File: src/hw/rtl/imu_tha_pkg.sv
// Shared constants, command struct and arctangent table for the IMU angle block.
`timescale 1ns / 1ps

package imu_tha_pkg;

  // Vectoring iterations of the atan2 unit, capped at the table length.
  localparam int CORDIC_STEPS = 16;
  localparam int ATAN_TAB_LEN = 24;
  localparam int CORDIC_ITERS = (CORDIC_STEPS > ATAN_TAB_LEN) ? ATAN_TAB_LEN : CORDIC_STEPS;
  localparam int CNT_W        = $clog2(ATAN_TAB_LEN);

  localparam int IN_W      = 16;   // raw sensor reading
  localparam int SCALE_W   = 24;   // gyro step scale register
  localparam int ACC_W     = 40;   // angle accumulator
  localparam int INC_W     = 32;   // product after the 2^-8 shift
  localparam int CW        = 28;   // CORDIC x/y datapath
  localparam int AW        = 26;   // CORDIC angle, 2^-16 degree
  localparam int ANG_W     = 18;   // rounded angle, 2^-8 degree, with headroom
  localparam int OUT_ANG_W = 17;   // angle fields on the output

  localparam int IN_DATA_W    = 9 * IN_W;
  localparam int OUT_FIELDS_W = 3 * ACC_W + 3 * OUT_ANG_W + 3 * IN_W;
  localparam int OUT_DATA_W   = ((OUT_FIELDS_W + 7) / 8) * 8;

  localparam logic [SCALE_W-1:0] SCALE_RESET = SCALE_W'(23488);

  // Angles in units of 2^-8 degree.
  localparam logic signed [ANG_W-1:0] DEG90  = ANG_W'(23040);
  localparam logic signed [ANG_W-1:0] DEG180 = ANG_W'(46080);
  localparam logic signed [ANG_W-1:0] DEG270 = ANG_W'(69120);
  localparam logic signed [ANG_W-1:0] DEG360 = ANG_W'(92160);

  // Half turn in CORDIC angle units (2^-16 degree).
  localparam logic signed [AW-1:0] Z_HALF_TURN = AW'(46080 * 256);
  localparam logic signed [AW-1:0] Z_ROUND     = AW'(128);

  typedef enum logic [1:0] {
    RUN_TILT_X  = 2'd0,
    RUN_TILT_Y  = 2'd1,
    RUN_HEADING = 2'd2
  } run_e;

  typedef enum logic [1:0] {
    AXIS_X = 2'd0,
    AXIS_Y = 2'd1,
    AXIS_Z = 2'd2
  } axis_e;

  typedef struct packed {
    logic             load_in;
    logic             mul_en;
    axis_e            mul_sel;
    logic             acc_en;
    axis_e            acc_sel;
    logic             c_init;
    logic             c_iter;
    logic             c_done;
    run_e             run;
    logic [CNT_W-1:0] iter;
    logic             load_out;
  } cmd_t;

  // atan(2^-i) in units of 2^-16 degree.
  function automatic logic signed [AW-1:0] atan_lut(input logic [CNT_W-1:0] i);
    logic signed [AW-1:0] v;
    case (i)
      5'd0:    v = AW'(2949120);
      5'd1:    v = AW'(1740967);
      5'd2:    v = AW'(919879);
      5'd3:    v = AW'(466945);
      5'd4:    v = AW'(234379);
      5'd5:    v = AW'(117304);
      5'd6:    v = AW'(58666);
      5'd7:    v = AW'(29335);
      5'd8:    v = AW'(14668);
      5'd9:    v = AW'(7334);
      5'd10:   v = AW'(3667);
      5'd11:   v = AW'(1833);
      5'd12:   v = AW'(917);
      5'd13:   v = AW'(458);
      5'd14:   v = AW'(229);
      5'd15:   v = AW'(115);
      5'd16:   v = AW'(57);
      5'd17:   v = AW'(29);
      5'd18:   v = AW'(14);
      5'd19:   v = AW'(7);
      5'd20:   v = AW'(4);
      5'd21:   v = AW'(2);
      5'd22:   v = AW'(1);
      default: v = '0;
    endcase
    return v;
  endfunction

endpackage

File: src/hw/rtl/imu_tha_ctrl.sv
// Sequencer for the IMU angle block: gyro integration, three atan2 runs, output hand-off.
`timescale 1ns / 1ps

module imu_tha_ctrl (
  input  logic               clk_i,
  input  logic               rst_ni,
  input  logic               in_valid_i,
  output logic               in_ready_o,
  input  logic               out_ready_i,
  output logic               out_valid_o,
  output imu_tha_pkg::cmd_t  cmd_o
);
  import imu_tha_pkg::*;

  typedef enum logic [5:0] {
    ST_IDLE  = 6'b000001,
    ST_GYRO  = 6'b000010,
    ST_CINIT = 6'b000100,
    ST_CITER = 6'b001000,
    ST_CDONE = 6'b010000,
    ST_PUSH  = 6'b100000
  } state_e;

  // Three multiplies, the last accumulate lands one step later.
  localparam logic [CNT_W-1:0] GYRO_LAST = CNT_W'(3);
  localparam logic [CNT_W-1:0] ITER_LAST = CNT_W'(CORDIC_ITERS - 1);

  state_e           state_q, state_d;
  logic [CNT_W-1:0] cnt_q, cnt_d;
  run_e             run_q, run_d;
  logic             out_valid_q, out_valid_d;

  always_comb begin
    state_d     = state_q;
    cnt_d       = cnt_q;
    run_d       = run_q;
    out_valid_d = out_valid_q;
    in_ready_o  = 1'b0;
    cmd_o       = '0;
    cmd_o.run   = run_q;
    cmd_o.iter  = cnt_q;

    if (out_valid_q && out_ready_i) begin
      out_valid_d = 1'b0;
    end

    unique case (state_q)
      ST_IDLE: begin
        in_ready_o = 1'b1;
        if (in_valid_i) begin
          cmd_o.load_in = 1'b1;
          cnt_d         = '0;
          state_d       = ST_GYRO;
        end
      end
      ST_GYRO: begin
        if (cnt_q != GYRO_LAST) begin
          cmd_o.mul_en  = 1'b1;
          cmd_o.mul_sel = axis_e'(cnt_q[1:0]);
        end
        if (cnt_q != '0) begin
          cmd_o.acc_en  = 1'b1;
          cmd_o.acc_sel = axis_e'(cnt_q[1:0] - 2'd1);
        end
        if (cnt_q == GYRO_LAST) begin
          cnt_d   = '0;
          run_d   = RUN_TILT_X;
          state_d = ST_CINIT;
        end else begin
          cnt_d = cnt_q + CNT_W'(1);
        end
      end
      ST_CINIT: begin
        cmd_o.c_init = 1'b1;
        cnt_d        = '0;
        state_d      = ST_CITER;
      end
      ST_CITER: begin
        cmd_o.c_iter = 1'b1;
        if (cnt_q == ITER_LAST) begin
          state_d = ST_CDONE;
        end else begin
          cnt_d = cnt_q + CNT_W'(1);
        end
      end
      ST_CDONE: begin
        cmd_o.c_done = 1'b1;
        if (run_q == RUN_HEADING) begin
          state_d = ST_PUSH;
        end else begin
          run_d   = (run_q == RUN_TILT_X) ? RUN_TILT_Y : RUN_HEADING;
          state_d = ST_CINIT;
        end
      end
      ST_PUSH: begin
        if (!out_valid_q || out_ready_i) begin
          cmd_o.load_out = 1'b1;
          out_valid_d    = 1'b1;
          state_d        = ST_IDLE;
        end
      end
      default: begin
        state_d = ST_IDLE;
      end
    endcase
  end

  always_ff @(posedge clk_i or negedge rst_ni) begin
    if (!rst_ni) begin
      state_q     <= ST_IDLE;
      cnt_q       <= '0;
      run_q       <= RUN_TILT_X;
      out_valid_q <= 1'b0;
    end else begin
      state_q     <= state_d;
      cnt_q       <= cnt_d;
      run_q       <= run_d;
      out_valid_q <= out_valid_d;
    end
  end

  assign out_valid_o = out_valid_q;

endmodule

File: src/hw/rtl/imu_tha_dp.sv
// Datapath for the IMU angle block: shared gyro multiplier, accumulators, CORDIC atan2 unit.
`timescale 1ns / 1ps

module imu_tha_dp (
  input  logic                                   clk_i,
  input  logic                                   rst_ni,
  input  imu_tha_pkg::cmd_t                      cmd_i,
  input  logic                                   cfg_we_i,
  input  logic [imu_tha_pkg::SCALE_W-1:0]        cfg_data_i,
  input  logic [imu_tha_pkg::IN_DATA_W-1:0]      in_data_i,
  output logic [imu_tha_pkg::OUT_FIELDS_W-1:0]   out_data_o
);
  import imu_tha_pkg::*;

  logic [SCALE_W-1:0]      scale_q;
  logic [IN_DATA_W-1:0]    in_q;
  logic [OUT_FIELDS_W-1:0] out_q;

  logic signed [IN_W-1:0] gx, gy, gz, ax, ay, az, mx, my;
  assign gx = in_q[0*IN_W +: IN_W];
  assign gy = in_q[1*IN_W +: IN_W];
  assign gz = in_q[2*IN_W +: IN_W];
  assign ax = in_q[3*IN_W +: IN_W];
  assign ay = in_q[4*IN_W +: IN_W];
  assign az = in_q[5*IN_W +: IN_W];
  assign mx = in_q[6*IN_W +: IN_W];
  assign my = in_q[7*IN_W +: IN_W];

  always_ff @(posedge clk_i or negedge rst_ni) begin
    if (!rst_ni) begin
      scale_q <= SCALE_RESET;
    end else if (cfg_we_i) begin
      scale_q <= cfg_data_i;
    end
  end

  always_ff @(posedge clk_i) begin
    if (cmd_i.load_in) begin
      in_q <= in_data_i;
    end
  end

  // ---- gyro integration: one multiplier, one axis per cycle ----
  logic signed [IN_W-1:0]  rate_sel;
  logic signed [ACC_W:0]   prod_full;
  logic signed [ACC_W-1:0] prod_q;
  logic signed [INC_W-1:0] inc;
  logic signed [ACC_W-1:0] acc_x_q, acc_y_q, acc_z_q, acc_cur, acc_new;
  logic signed [ACC_W:0]   acc_sum;

  always_comb begin
    case (cmd_i.mul_sel)
      AXIS_X:  rate_sel = gx;
      AXIS_Y:  rate_sel = gy;
      default: rate_sel = gz;
    endcase
  end

  assign prod_full = rate_sel * $signed({1'b0, scale_q});

  always_ff @(posedge clk_i) begin
    if (cmd_i.mul_en) begin
      prod_q <= prod_full[ACC_W-1:0];
    end
  end

  // Floor shift by 8 is the upper slice of the product.
  assign inc = prod_q[ACC_W-1:ACC_W-INC_W];

  always_comb begin
    case (cmd_i.acc_sel)
      AXIS_X:  acc_cur = acc_x_q;
      AXIS_Y:  acc_cur = acc_y_q;
      default: acc_cur = acc_z_q;
    endcase
    acc_sum = {acc_cur[ACC_W-1], acc_cur} + (ACC_W+1)'(inc);
    if (acc_sum[ACC_W] != acc_sum[ACC_W-1]) begin
      // Saturate toward the sign of the true sum.
      acc_new = {acc_sum[ACC_W], {(ACC_W-1){~acc_sum[ACC_W]}}};
    end else begin
      acc_new = acc_sum[ACC_W-1:0];
    end
  end

  always_ff @(posedge clk_i or negedge rst_ni) begin
    if (!rst_ni) begin
      acc_x_q <= '0;
      acc_y_q <= '0;
      acc_z_q <= '0;
    end else if (cmd_i.acc_en) begin
      case (cmd_i.acc_sel)
        AXIS_X:  acc_x_q <= acc_new;
        AXIS_Y:  acc_y_q <= acc_new;
        default: acc_z_q <= acc_new;
      endcase
    end
  end

  // ---- CORDIC atan2 in vectoring mode ----
  logic signed [IN_W-1:0]      op_y, op_x;
  logic signed [CW-1:0]        ys, xs, cx_q, cy_q, shx, shy;
  logic signed [AW-1:0]        cz_q, at, zrnd;
  logic                        zero_q, xneg_q;
  logic signed [ANG_W-1:0]     ang_r, ang, tilt_a, ty_full, hd_full;
  logic [OUT_ANG_W-1:0]        tx_q, ty_q, hd_q;

  always_comb begin
    case (cmd_i.run)
      RUN_TILT_X: begin
        op_y = ay;
        op_x = az;
      end
      RUN_TILT_Y: begin
        op_y = az;
        op_x = ax;
      end
      default: begin
        op_y = my;
        op_x = mx;
      end
    endcase
  end

  assign ys  = {{(CW-IN_W-8){op_y[IN_W-1]}}, op_y, 8'h00};
  assign xs  = {{(CW-IN_W-8){op_x[IN_W-1]}}, op_x, 8'h00};
  assign shx = cx_q >>> cmd_i.iter;
  assign shy = cy_q >>> cmd_i.iter;
  assign at  = atan_lut(cmd_i.iter);

  always_ff @(posedge clk_i) begin
    if (cmd_i.c_init) begin
      zero_q <= (op_y == '0);
      xneg_q <= op_x[IN_W-1];
      if (op_x[IN_W-1]) begin
        // Rotate by a half turn so x starts non-negative.
        cx_q <= -xs;
        cy_q <= -ys;
        cz_q <= op_y[IN_W-1] ? -Z_HALF_TURN : Z_HALF_TURN;
      end else begin
        cx_q <= xs;
        cy_q <= ys;
        cz_q <= '0;
      end
    end else if (cmd_i.c_iter) begin
      if (!cy_q[CW-1]) begin
        cx_q <= cx_q + shy;
        cy_q <= cy_q - shx;
        cz_q <= cz_q + at;
      end else begin
        cx_q <= cx_q - shy;
        cy_q <= cy_q + shx;
        cz_q <= cz_q - at;
      end
    end
  end

  always_comb begin
    zrnd  = cz_q + Z_ROUND;
    ang_r = zrnd[AW-1:AW-ANG_W];
    if (zero_q) begin
      ang = xneg_q ? DEG180 : '0;
    end else if (ang_r > DEG180) begin
      ang = DEG180;
    end else if (ang_r < -DEG180) begin
      ang = -DEG180;
    end else begin
      ang = ang_r;
    end
    tilt_a  = ang + DEG180;
    ty_full = (tilt_a > DEG90) ? (tilt_a - DEG270) : (tilt_a + DEG90);
    hd_full = ang[ANG_W-1] ? (ang + DEG360) : ang;
  end

  always_ff @(posedge clk_i) begin
    if (cmd_i.c_done) begin
      case (cmd_i.run)
        RUN_TILT_X: tx_q <= ang[OUT_ANG_W-1:0];
        RUN_TILT_Y: ty_q <= ty_full[OUT_ANG_W-1:0];
        default:    hd_q <= hd_full[OUT_ANG_W-1:0];
      endcase
    end
  end

  // ---- output register ----
  always_ff @(posedge clk_i) begin
    if (cmd_i.load_out) begin
      out_q <= {in_q[IN_DATA_W-1:6*IN_W], hd_q, ty_q, tx_q, acc_z_q, acc_y_q, acc_x_q};
    end
  end

  assign out_data_o = out_q;

endmodule

File: src/hw/rtl/imu_tilt_heading_angles.sv
// Top level of the IMU angle block: gyro integration, accelerometer tilt and compass heading.
`timescale 1ns / 1ps

// One nine-axis sample goes in per transfer and one result comes out for it.
// Each gyro rate is multiplied by gyro_step_scale, shifted down to 2^-16
// degree and added to a saturating 40-bit angle accumulator per axis. Tilt X
// is atan2(accel_y, accel_z), tilt Y is atan2(accel_z, accel_x) moved by 180
// degrees and folded by the 90/270 rule, and heading is atan2(mag_y, mag_x)
// folded into 0..360 degrees; all three are in 2^-8 degree. The magnetometer
// readings pass through. One item is worked at a time: one shared CORDIC
// vectoring unit runs the three atan2s in turn after the shared gyro
// multiplier has done its three axes. A finished result is held in an
// output register, so the next sample is taken while it still waits; a new
// result waits until that register is free. The scale register takes a
// write in any cycle and must only be written while no sample is in flight.

module imu_tilt_heading_angles (
  input  logic                                 clk_i,
  input  logic                                 rst_ni,
  // gyro step scale register write
  input  logic                                 cfg_valid_i,
  output logic                                 cfg_ready_o,
  input  logic [imu_tha_pkg::SCALE_W-1:0]      cfg_data_i,
  // sample in
  input  logic                                 s_axis_tvalid,
  output logic                                 s_axis_tready,
  // gyro_rate_x, gyro_rate_y, gyro_rate_z, accel_x, accel_y, accel_z,
  // mag_x, mag_y, mag_z (16 bits each, from bit 0 up)
  input  logic [imu_tha_pkg::IN_DATA_W-1:0]    s_axis_tdata,
  // result out
  output logic                                 m_axis_tvalid,
  input  logic                                 m_axis_tready,
  // gyro_angle_x, gyro_angle_y, gyro_angle_z (40 bits each), tilt_angle_x,
  // tilt_angle_y, heading (17 bits each), mag_out_x, mag_out_y, mag_out_z
  // (16 bits each), zero fill to 224 bits
  output logic [imu_tha_pkg::OUT_DATA_W-1:0]   m_axis_tdata
);
  import imu_tha_pkg::*;

  cmd_t                    cmd;
  logic [OUT_FIELDS_W-1:0] out_fields;

  // Scale register takes every transfer.
  assign cfg_ready_o = 1'b1;

  imu_tha_ctrl u_ctrl (
    .clk_i       (clk_i),
    .rst_ni      (rst_ni),
    .in_valid_i  (s_axis_tvalid),
    .in_ready_o  (s_axis_tready),
    .out_ready_i (m_axis_tready),
    .out_valid_o (m_axis_tvalid),
    .cmd_o       (cmd)
  );

  imu_tha_dp u_dp (
    .clk_i      (clk_i),
    .rst_ni     (rst_ni),
    .cmd_i      (cmd),
    .cfg_we_i   (cfg_valid_i),
    .cfg_data_i (cfg_data_i),
    .in_data_i  (s_axis_tdata),
    .out_data_o (out_fields)
  );

  // Pad the result up to whole bytes.
  assign m_axis_tdata = {{(OUT_DATA_W-OUT_FIELDS_W){1'b0}}, out_fields};

`ifndef NO_ASSERTIONS
  logic signed [OUT_ANG_W-1:0] tx_chk, ty_chk;
  logic [OUT_ANG_W-1:0]        hd_chk;

  assign tx_chk = m_axis_tdata[3*ACC_W +: OUT_ANG_W];
  assign ty_chk = m_axis_tdata[3*ACC_W+OUT_ANG_W +: OUT_ANG_W];
  assign hd_chk = m_axis_tdata[3*ACC_W+2*OUT_ANG_W +: OUT_ANG_W];

  // One sample in flight: an accepted transfer closes the input at once.
  a_one_in_flight: assert property (@(posedge clk_i) disable iff (!rst_ni)
    (s_axis_tvalid && s_axis_tready) |=> !s_axis_tready)
    else $error("input accepted while a sample is in flight");

  // Heading stays folded into 0..360 degrees.
  a_heading_range: assert property (@(posedge clk_i) disable iff (!rst_ni)
    m_axis_tvalid |-> (hd_chk <= OUT_ANG_W'(92160)))
    else $error("heading out of range");

  // Both tilt angles stay within a half turn.
  a_tilt_range: assert property (@(posedge clk_i) disable iff (!rst_ni)
    m_axis_tvalid |-> ((tx_chk <= 17'sd46080) && (tx_chk >= -17'sd46080) &&
                       (ty_chk <= 17'sd46080) && (ty_chk >= -17'sd46080)))
    else $error("tilt angle out of range");
`endif

endmodule
File: config.mk
export PLATFORM = sky130hd
export DESIGN_NAME = imu_tilt_heading_angles
export DESIGN_NICKNAME = d
export VERILOG_FILES = /design/src/hw/rtl/imu_tha_pkg.sv /design/src/hw/rtl/imu_tha_ctrl.sv /design/src/hw/rtl/imu_tha_dp.sv /design/src/hw/rtl/imu_tilt_heading_angles.sv
export SDC_FILE = /design/constraint.sdc
export NUM_CORES = 2
export LEC_CHECK = 0
export BUFFER_PORTS_ARGS = -buffer_cell sky130_fd_sc_hd__buf_4
export CAP_MARGIN = 20
export CORE_MARGIN = 3
export CORE_UTILIZATION = 60
export DETAILED_ROUTE_END_ITERATION = 10
export PLACE_DENSITY = 0.77
export SETUP_SLACK_MARGIN = 0.5
export SLEW_MARGIN = 20
export SYNTH_ARGS = -nofsm -noshare
export SYNTH_HDL_FRONTEND = slang
export SYNTH_HIERARCHICAL = 1
export SYNTH_SLANG_ARGS = --single-unit
File: constraint.sdc
create_clock -name clk_i -period 12.25 [get_ports clk_i]
set_clock_uncertainty 0.1 [all_clocks]
set_input_delay 2.45 -clock clk_i [delete_from_list [all_inputs] [get_ports clk_i]]
set_output_delay 2.45 -clock clk_i [all_outputs]
set_load 0.03 [all_outputs]
Word-level counts from Yosys, hierarchy flattened
Memories as Yosys holds them, arrays and structs flattened. Index checks and enable logic that the tools add are counted.

Bits in registers: 696. ROM bits: 704. Input port bits: 173. Output and inout bits: 227. Word-level logic and storage cells: 139. Memories: 1.

$add $sub $neg: 16. Multiply operators: 1. $lt $le $gt $ge: 3. Equality and inequality tests: 20. Shifts and indexed selects: 2. Muxes and demuxes: 52. Bitwise logic cells: 3. Reductions and logical operators: 22.

Memory list: (no name shown) (words 32, bits a word 22, rd ports 1, clocked after Yosys merged registers in 0, wr ports 0, line imu_tha_pkg.sv:66) `case (i)`.

Operator list (number): $mux 28 (8); $mux 26 (5); $pmux 16 s2 (3); $pmux 40 s2 (1); $add 28x28->28 (2); $neg 24->28 (2); $sshr 28x5->28 (2); $sub 28x28->28 (2); $mux 18 (3); $add 40x32->41 (1); $mul 16x25->40 (1); $mux 40 (1); $mux 6 (6); $pmux 6 s6 (1); $mux 17 (2); $add 26x26->26 (1); $add 26x9->26 const B (1); $sub 26x26->26 (1); $pmux 5 s4 (1); $add 18x17->18 const B (1); $gt 18x16->1 const B (1); $gt 18x17->1 const B (1); $lt 18x17->1 const B (1); $add 17x16->17 const B (1); other kinds (37) (70).

Logic depth before layout (Yosys ltp)
Word-level depth: 8. Gate-level depth with buffers: 32. Gate-level depth less buffers: 29.

Modules after synthesis
The synthesis kept the hierarchy.

By module, submodules not included: imu_tha_dp (times used 1, cells an instance 4777, area each 49603.8 µm², seq. area each 19527.5 µm²); imu_tha_ctrl (times used 1, cells an instance 94, area each 893.4 µm², seq. area each 351.6 µm²); imu_tilt_heading_angles (times used 1, cells an instance 8, area each 52.6 µm², seq. area each 0.0 µm²).

Worst setup path after synthesis
Ideal clock, no wire load.

Path type: input port to flip-flop. Start: input port m_axis_tready. End: register u_dp.out_q[0] (netlist: u_dp/out_data_o[0]) (enable). Library setup time: 824 ps. Arrival: 12180 ps. Data required time: 11326 ps. Setup slack: -854 ps. Cell stages on the path: 2. Buffers on the path: 0. Cell sequence: nand2b_1 > nor2b_1.

RTL lines: start, declared (line imu_tilt_heading_angles.sv:32) `input logic m_axis_tready,`; end signal, assigned (line imu_tha_dp.sv:187) `out_q <= {in_q[IN_DATA_W-1:6*IN_W], hd_q, ty_q, tx_q, acc_z_q, acc_y_q, acc_x_q};`; end, declared (line imu_tha_dp.sv:17) `logic [OUT_FIELDS_W-1:0] out_q;`.

==> flow_summary.json <==
{
  "status": "completed",
  "slowest_delay_ns": 0.83,
  "max_freq_ghz": 0.1006,
  "synth_cell_types": 110,
  "cap_violations": 0,
  "final_max_slew_viol_count": 0,
  "drive_gt1_share_pct": 14.87,
  "wirelength_um": 133100,
  "syn_area_per_cell_um2": 10.36,
  "max_slew_margin_pct": 25.55,
  "drt-initial-drc-count": 3837,
  "clkLatencyLatePin_ns": 0.64,
  "start_kind": "flip-flop",
  "vias": 37990,
  "cts_tree": "done",
  "die_area_um2": 87770,
  "r2r_slack_ns": 2.31,
  "post_cts_buffers": 0,
  "worst_setup_path_end_kind": "flip-flop",
  "cts_hold_buffers": 0,
  "overflow": 0,
  "cts-root-buf": "clkbuf_16",
  "hold_violations": 0,
  "antenna_found_initial": 1,
  "route.detailed.drc": 0,
  "numPortBuffers": 393,
  "grt_pass1_wl_um": 208500,
  "cp_num_cells": 27,
  "firstDrtPassIters": 6,
  "setup_viol": 0,
  "yosysWarnings": 6,
  "die_h_um": 296.3,
  "core_um2": 82770,
  "grt_max_degree": 84,
  "whs_path_depth": 0,
  "synthCells": 4879,
  "grt_usage_pct": 30.44,
  "ctsResizeCount": 0,
  "ant_nets": 0,
  "required_ns": 12.54,
  "numCtsBuffers": 75,
  "nNetsFinal": 5920,
  "worst-path-buf-inv": 5,
  "critPathKind": "flip-flop to flip-flop",
  "fin_crit_sh_pct": 81.11,
  "synth_ff_type": "edfxtp_1",
  "start_util_pct": 61.07,
  "synthToLayoutAreaGrowth_pct": 12.53,
  "min_period_ns": 9.936,
  "cts_sinks": 688,
  "worst_pin_slew_ns": 1.114,
  "synth_edf_count": 530,
  "path_clk_slew_ns": 0.06,
  "ys_ff_latch": 688,
  "fillCellCount": 6226,
  "num_rows": 105,
  "path_delay_family": "adder cells",
  "grt_pass1_vias": 37350,
  "crit_slowest_cell": "dfrtp_4",
  "tns_ns": 0,
  "cts_max_level": 3,
  "cp.arrival_ns": 10.22,
  "crit_path_frequent_cell": "fa_1",
  "hold_class": "flip-flop to flip-flop",
  "syn_area_um2": 50550,
  "clockBufferDepth": 3,
  "die_x_um": 296.3,
  "gp_congestion": 0.9712,
  "path_max_fanout": 49,
  "antennaDiodeCount": 0,
  "ff2ff_path_depth": 27,
  "dp_hpwl_um": 96910,
  "via_per_inst": 6.033,
  "routedWlPerCell_um": 21.14,
  "synthArstFlopShare_pct": 22.97,
  "ys_seq_area_share_pct": 39.33,
  "ios": 400,
  "rsz0062_at_grt": "no"
}
## stage by stage
stage	std cells	instance area (um^2)	setup slack [ns]	utilization (%)	hold slack (ns)
6_report	6297	56890	2.314	68.73	0.3112
5_1_grt	6297	56890	1.579	68.73	0.3194
3_3_place_gp	6156	54280	2.828	65.58	0.3002
4_1_cts	6296	56860	2.397	68.70	0.3136
3_5_place_dp	6157	54300	2.540	65.61	0.3045
2_1_floorplan	4883	50570	3.370	-	0.3003
## final cells by class
class / count / area [um^2] / share of cell area [%]
clock buffers: 95 / 2014 / 3.541
flip-flops and latches: 688 / 19890 / 34.97
repair buffers: 452 / 3430 / 6.029
clock inverters: 44 / 541.8 / 0.9524
well taps: 1070 / 1339 / 2.353
multi-input cells: 3489 / 27950 / 49.13
inverters: 459 / 1723 / 3.029
## cell families (layout without fill, tap and decap cells)
kind of cell	after synthesis	count (layout)	share of synthesized area (%)
AOI/OAI and AO/OA	992	992	12.11
xor gates and xnor gates	241	241	4.176
adders and majority gates	582	582	18.99
buffers and inverters	706	1050	5.552
DFF	688	688	39.33
muxes	239	239	6.364
other	2	6	0.01486
and+or+nand+nor	1429	1429	13.46
## synth_stat cells, types with 20 or more instances
cell type    n  share of area [%]
nand2_1    587                4.4
edfxtp_1   530                 31
inv_1      455                3.4
fa_1       309                 12
o21ai_0    308                3.0
nor2_1     296                2.2
ha_1       273                6.8
a21oi_1    257                2.5
clkbuf_1   174                1.3
and2_1     156                1.9
dfrtp_1    150                7.4
xnor2_1    139                2.4
mux2i_1    116                2.3
xor2_1     102                1.8
a21o_1      87                1.3
nor3_1      63               0.62
nor2b_1     61               0.75
mux2_2      59                1.3
mux4_2      58                2.6
nand3_1     50               0.50
a31oi_1     44               0.54
nand2b_1    42               0.52
and3_1      39               0.48
a211oi_1    37               0.55
o21a_1      31               0.46
buf_1       29               0.22
o21ai_1     26               0.26
buf_2       23               0.23
nand4_1     22               0.27
o21bai_1    21               0.31
or2_2       20               0.25
## routing by layer
layer	up-vias	track usage [%]	wire length (um)
met1	18460	43.91	57400
met2	1740	47.43	59570
met3	265	6.081	12540
li1	17520	-	-
met5	-	0	13
met4	2	8.291	3608
## final timing paths
path	start	to
worst max-delay path	u_ctrl/cnt_q[0]$_DFFE_PN0P_	u_dp/prod_q[39]$_DFFE_PP_
worst min-delay path	u_dp/tx_q[3]$_DFFE_PP_	u_dp/out_data_o[123]$_DFFE_PP_
worst max register to register	u_ctrl/cnt_q[0]$_DFFE_PN0P_	u_dp/prod_q[39]$_DFFE_PP_
worst min register to register	u_dp/tx_q[3]$_DFFE_PP_	u_dp/out_data_o[123]$_DFFE_PP_
max in group asynchronous	rst_ni	u_dp/acc_x_q[27]$_DFFE_PN0P_
min in group asynchronous	rst_ni	u_dp/scale_q[0]$_DFFE_PN0P_
## registers in the layout, indices dropped and copies added (netlist names), 2 cells and up
| name | count |
|---|---|
| u_ctrl/cnt_q | 5 |
| u_ctrl/run_q | 2 |
| u_ctrl/state_q | 6 |
| u_dp/acc_x_q | 40 |
| u_dp/acc_y_q | 40 |
| u_dp/acc_z_q | 40 |
| u_dp/cx_q | 28 |
| u_dp/cy_q | 28 |
| u_dp/cz_q | 26 |
| u_dp/hd_q | 17 |
| u_dp/in_q | 144 |
| u_dp/out_data_o | 219 |
| u_dp/prod_q | 32 |
| u_dp/scale_q | 24 |
| u_dp/tx_q | 17 |
| u_dp/ty_q | 17 |
## layout by cell type (no fill, tap or decap), types with 139 or more instances in the layout
cell and count:
and2_1 155, nand2_1 586, edfxtp_1 530, inv_1 455
nor2_1 291, buf_4 449, ha_1 273, fa_1 309
xnor2_1 139, o21ai_0 296, a21oi_1 256, dfrtp_1 143
Power is not shown: default switching activity piles up to over one toggle a cycle in this logic, so the estimate is an artifact.
